$ cat src/rtl/pwga_pkg.sv
// ----------------------------------------------------------------------------
// pwga_pkg: shared constants and helpers
// Sizes, operation codes and register indexes of the weighted Gram accumulator.
// ----------------------------------------------------------------------------
package pwga_pkg;

  localparam int ROWS      = 256;
  localparam int MAX_TERMS = 8;
  localparam int POINTS    = 256;
  localparam int TRI       = MAX_TERMS * (MAX_TERMS + 1) / 2;
  localparam int MOM_DEPTH = ROWS * TRI;
  localparam int RHS_DEPTH = ROWS * MAX_TERMS;
  localparam int BAS_DEPTH = POINTS * MAX_TERMS;
  localparam int MOM_AW    = $clog2(MOM_DEPTH);
  localparam int RHS_AW    = $clog2(RHS_DEPTH);
  localparam int BAS_AW    = $clog2(BAS_DEPTH);
  localparam int TRI_AW    = $clog2(TRI);

  localparam logic [1:0] OP_BASIS    = 2'd0;
  localparam logic [1:0] OP_RESPONSE = 2'd1;
  localparam logic [1:0] OP_PAIR     = 2'd2;
  localparam logic [1:0] OP_READ     = 2'd3;

  localparam logic REG_TERM_COUNT    = 1'b0;
  localparam logic REG_TRACK_SUPPORT = 1'b1;

  localparam logic [3:0] RHS_COL = 4'd8;

  // Offset of element (a, b), a <= b, in a packed upper triangle.
  function automatic logic [TRI_AW-1:0] tri_idx(input logic [2:0] a, input logic [2:0] b);
    logic [7:0] base;
    base = 8'(a) * 8'(MAX_TERMS) - ((8'(a) * (8'(a) - 8'd1)) >> 1) + 8'(b) - 8'(a);
    return TRI_AW'(base);
  endfunction

endpackage

$ cat src/rtl/pwga_mul.sv
// ----------------------------------------------------------------------------
// pwga_mul: shared multiplier
// Unsigned 32 x 32 product with a registered result, one product a cycle.
// ----------------------------------------------------------------------------
module pwga_mul import pwga_pkg::*; (
  input  logic        clk,
  input  logic [31:0] a,
  input  logic [31:0] b,
  output logic [63:0] p
);

  always_ff @(posedge clk) begin
    p <= 64'(a) * 64'(b);
  end

endmodule

$ cat config.mk
export PLATFORM = sky130hd
export DESIGN_NAME = pwga_mul
export DESIGN_NICKNAME = d
export VERILOG_FILES = /design/src/rtl/pwga_pkg.sv /design/src/rtl/pwga_mul.sv
export SDC_FILE = /design/constraint.sdc
export NUM_CORES = 2
export LEC_CHECK = 0
export BUFFER_PORTS_ARGS = -buffer_cell sky130_fd_sc_hd__buf_2
export CORE_MARGIN = 2
export CORE_UTILIZATION = 66
export CTS_CLUSTER_SIZE = 10
export DETAILED_ROUTE_END_ITERATION = 8
export GPL_ROUTABILITY_DRIVEN = 1
export MAX_ROUTING_LAYER = met4
export PLACE_DENSITY = 0.91
export SLEW_MARGIN = 0
export SYNTH_ARGS = -nofsm -noshare
export SYNTH_HDL_FRONTEND = slang
export SYNTH_SLANG_ARGS = --single-unit
export TNS_END_PERCENT = 20
$ cat constraint.sdc
create_clock -name clk -period 10.47 [get_ports clk]
set_clock_uncertainty 0.2 [all_clocks]
set_input_delay 1.5705 -clock clk [delete_from_list [all_inputs] [get_ports clk]]
set_output_delay 1.5705 -clock clk [all_outputs]
set_load 0.05 [all_outputs]
==> run_results.csv <==
group,metric,value,unit
routing,routed_via_density,5.98,
floorplan,design.core.area,0.0522,mm^2
timing,slew_headroom,41.2,%
min_path,holdCritStartpoint,"b[0]",
timing,max_freq,106,MHz
logic_synthesis,ys_ff_latch,64,
outcome,status,"finished clean",
min_path,hold_class,"input port to flop",
setup_path,critPathArrivalTime,9.48,ns
timing,rsz0062_at_grt,"false",
floorplan,rows,84,
floorplan,die-area,0.0544,mm^2
setup_path,crit_fanout,32,
min_path,hold_path_end,"p[0]",
place,gp_congestion,0.967,
global_route,antenna_found_initial,5,
logic_synthesis,synthFlopType,"dfxtp_1",
logic_synthesis,synth.avg_cell_area,9.25,um^2
global_route,grt_overflow,0,
cts,cts-htree-levels,3,
place,place_area,0.0354,mm^2
timing,hold_ws,1.66,ns
cts,clk_pin_slew,0.06,ns
setup_path,start_kind,"input port",
cts,cts_tree,"yes",
logic_synthesis,yosysTopAreaCell,"fa_1",
logic_synthesis,ys_top_cells_by_area,"fa_1 (52%), and2_1 (11%), ha_1 (9.5%)",
cts,cts_root_buf,"clkbuf_16",
cts,cts.sinks,64,
logic_synthesis,synth_common_cells,"fa_1 (896), inv_1 (865), and2_1 (602), nand2_1 (480), ha_1 (263)",
global_route,grt_pass1_vias,30000,
cts,post_cts_buffers,0,
routing,wl_per_cell,21.0,um
logic_synthesis,async_flop_share,0,%
timing,drv_slew,0,
cts,cts_resized,0,
logic_synthesis,yosys_warnings,0,
job,drv_cap,0,
logic_synthesis,syn_inst,3748,
routing,drt_iter0_markers,2157,
routing,ant_nets,0,
timing,fin_tns_setup,0,ns
routing,dr.pass1.iters,6,
logic_synthesis,synth_nets,4972,
logic_synthesis,synth.distinct_cells,57,
logic_synthesis,synth_edf_count,0,
cells_and_area,syn2layout_area_growth,3.04,%
cells_and_area,drive_above_1_share,4.62,%
min_path,hold_depth,2,
global_route,grt_max_degree,33,
cts,clockBufferDepth,2,
global_route,track_usage,37.2,%
logic_synthesis,ys_seq_area_share,3.69,%
floorplan,die_width,233,um
floorplan,die_y,233,um
timing,worst-slew-pin-transition,0.876,ns
floorplan,start_util,66.4,%
place,dp_hpwl,74.3,mm
floorplan,pin_count,129,
setup_path,required,10.55,ns
timing,layout_setup_ws,1.08,ns
cells_and_area,design_area,0.0357,mm^2
cells_and_area,fin_nets,4901,
logic_synthesis,syn_area,0.0347,mm^2
logic_synthesis,synth_top_cell_area_share,51.7,%
place,pre_cts_slack,0.890,ns
routing,wl,91.9,mm
cts,cts_hold_repair.buffers,0,
cells_and_area,largest_register_ff_count,64,
cells_and_area,regMostFlops,"p",
timing,period_share,89.7,%
setup_path,end_kind,"flop",
routing,via_count,26200,
logic_synthesis,synth_most_common_cell,"fa_1",
setup_path,critPathKind,"input port to flop",
cts,cts_buffers,9,
timing,setup_viol,0,
timing,hold_viol_final,0,
cells_and_area,biggestRegsByFlops,"p x64",
timing,period_minus_slack,9.39,ns
routing,drc_errors,0,
global_route,grt_pass1_wl,151,mm
place,io_buffer_count,128,
-- per-stage QoR --
stage | cells | util (%)
2_1_floorplan | 3748 | -
3_3_place_gp | 4354 | 67.8
3_5_place_dp | 4354 | 67.8
4_1_cts | 4370 | 68.4
5_1_grt | 4375 | 68.4
6_report | 4375 | 68.4
-- logic make-up (layout without fill, tap and decap cells) --
group / after synthesis / in the layout / synth area share [%]
and+or+nand+nor: 1177 / 1177 / 17.6
adders and majority gates: 1159 / 1159 / 61.2
buffers and inverters: 1085 / 1019 / 11.8
AOI/OAI and AO/OA: 202 / 202 / 4.15
DFF: 64 / 64 / 3.69
xor gates and xnor gates: 60 / 60 / 1.52
muxes: 1 / 1 / 0.0289
other: 0 / 5 / 0
-- critical path: stages --
cell      delay [ns]
buf_2           0.64
and2_1          0.26
fa_1            0.44
fa_1            0.55
inv_1           0.06
fa_1            0.49
fa_1            0.51
inv_1           0.10
fa_1            0.63
fa_1            0.45
fa_1            0.51
fa_1            0.41
ha_1            0.47
nand4_1         0.14
or4_1           0.56
or3_1           0.37
a31oi_1         0.52
a31o_2          0.29
a211oi_1        0.12
o21ai_1         0.17
xor2_1          0.15
-- layout make-up --
| class | instances | area, um^2 |
|---|---|---|
| fillers | 3638 | 16500 |
| multi-input cells | 2599 | 29300 |
| clock inverters | 6 | 68.8 |
| diodes | 5 | 12.5 |
| flip-flops and latches | 64 | 1280 |
| repair buffers | 138 | 716 |
| clock buffers | 10 | 229 |
| well taps | 688 | 861 |
| inverters | 865 | 3250 |
-- cell usage in the layout, fill, tap and decap left out, types with 3 or more instances in the layout --
cell       instances
a211oi_1           3
a21boi_1           3
a21o_1            40
a21oi_1           63
a21oi_2            3
a221o_1            4
a221oi_4           3
a31oi_1           12
and2_1           602
and3_1            14
and4_1             3
buf_2            128
buf_4             10
clkbuf_16          9
dfxtp_1           64
diode_2            5
fa_1             896
ha_1             263
inv_1            865
nand2_1          480
nand3_1           10
nand4_1           23
nor2_1            20
nor3_1             7
o21a_1             9
o21ai_0           21
o21ai_1            5
o21bai_1          10
o221ai_1           3
o31ai_4            3
or2_2              3
or3_1              3
or4_1              3
xnor2_1           35
xor2_1            25
-- worst max-delay path by stage --
stage / startpoint / endpoint / slack [ns] / cells past startpoint
2_1_floorplan: a[25] / p[62] / 1.95 / 25
3_3_place_gp: b[8] / p[62] / 1.08 / 24
3_5_place_dp: a[16] / p[62] / 0.89 / 21
4_1_cts: a[16] / p[62] / 1.22 / 21
5_1_grt: b[10] / p[62] / 0.74 / 25
6_report: a[16] / p[62] / 1.08 / 21
-- metal layers --
layer	GRT usage, %	vias to the layer above	wire, um
li1	-	10700	-
met1	40.8	13100	29100
met2	60.7	1700	45700
met3	7.01	607	8580
met4	27.9	0	8510
met5	-	-	0
Power is left out: the tool's default activity adds up to more than one toggle a clock period on the data nets, which glitch-free logic cannot reach.
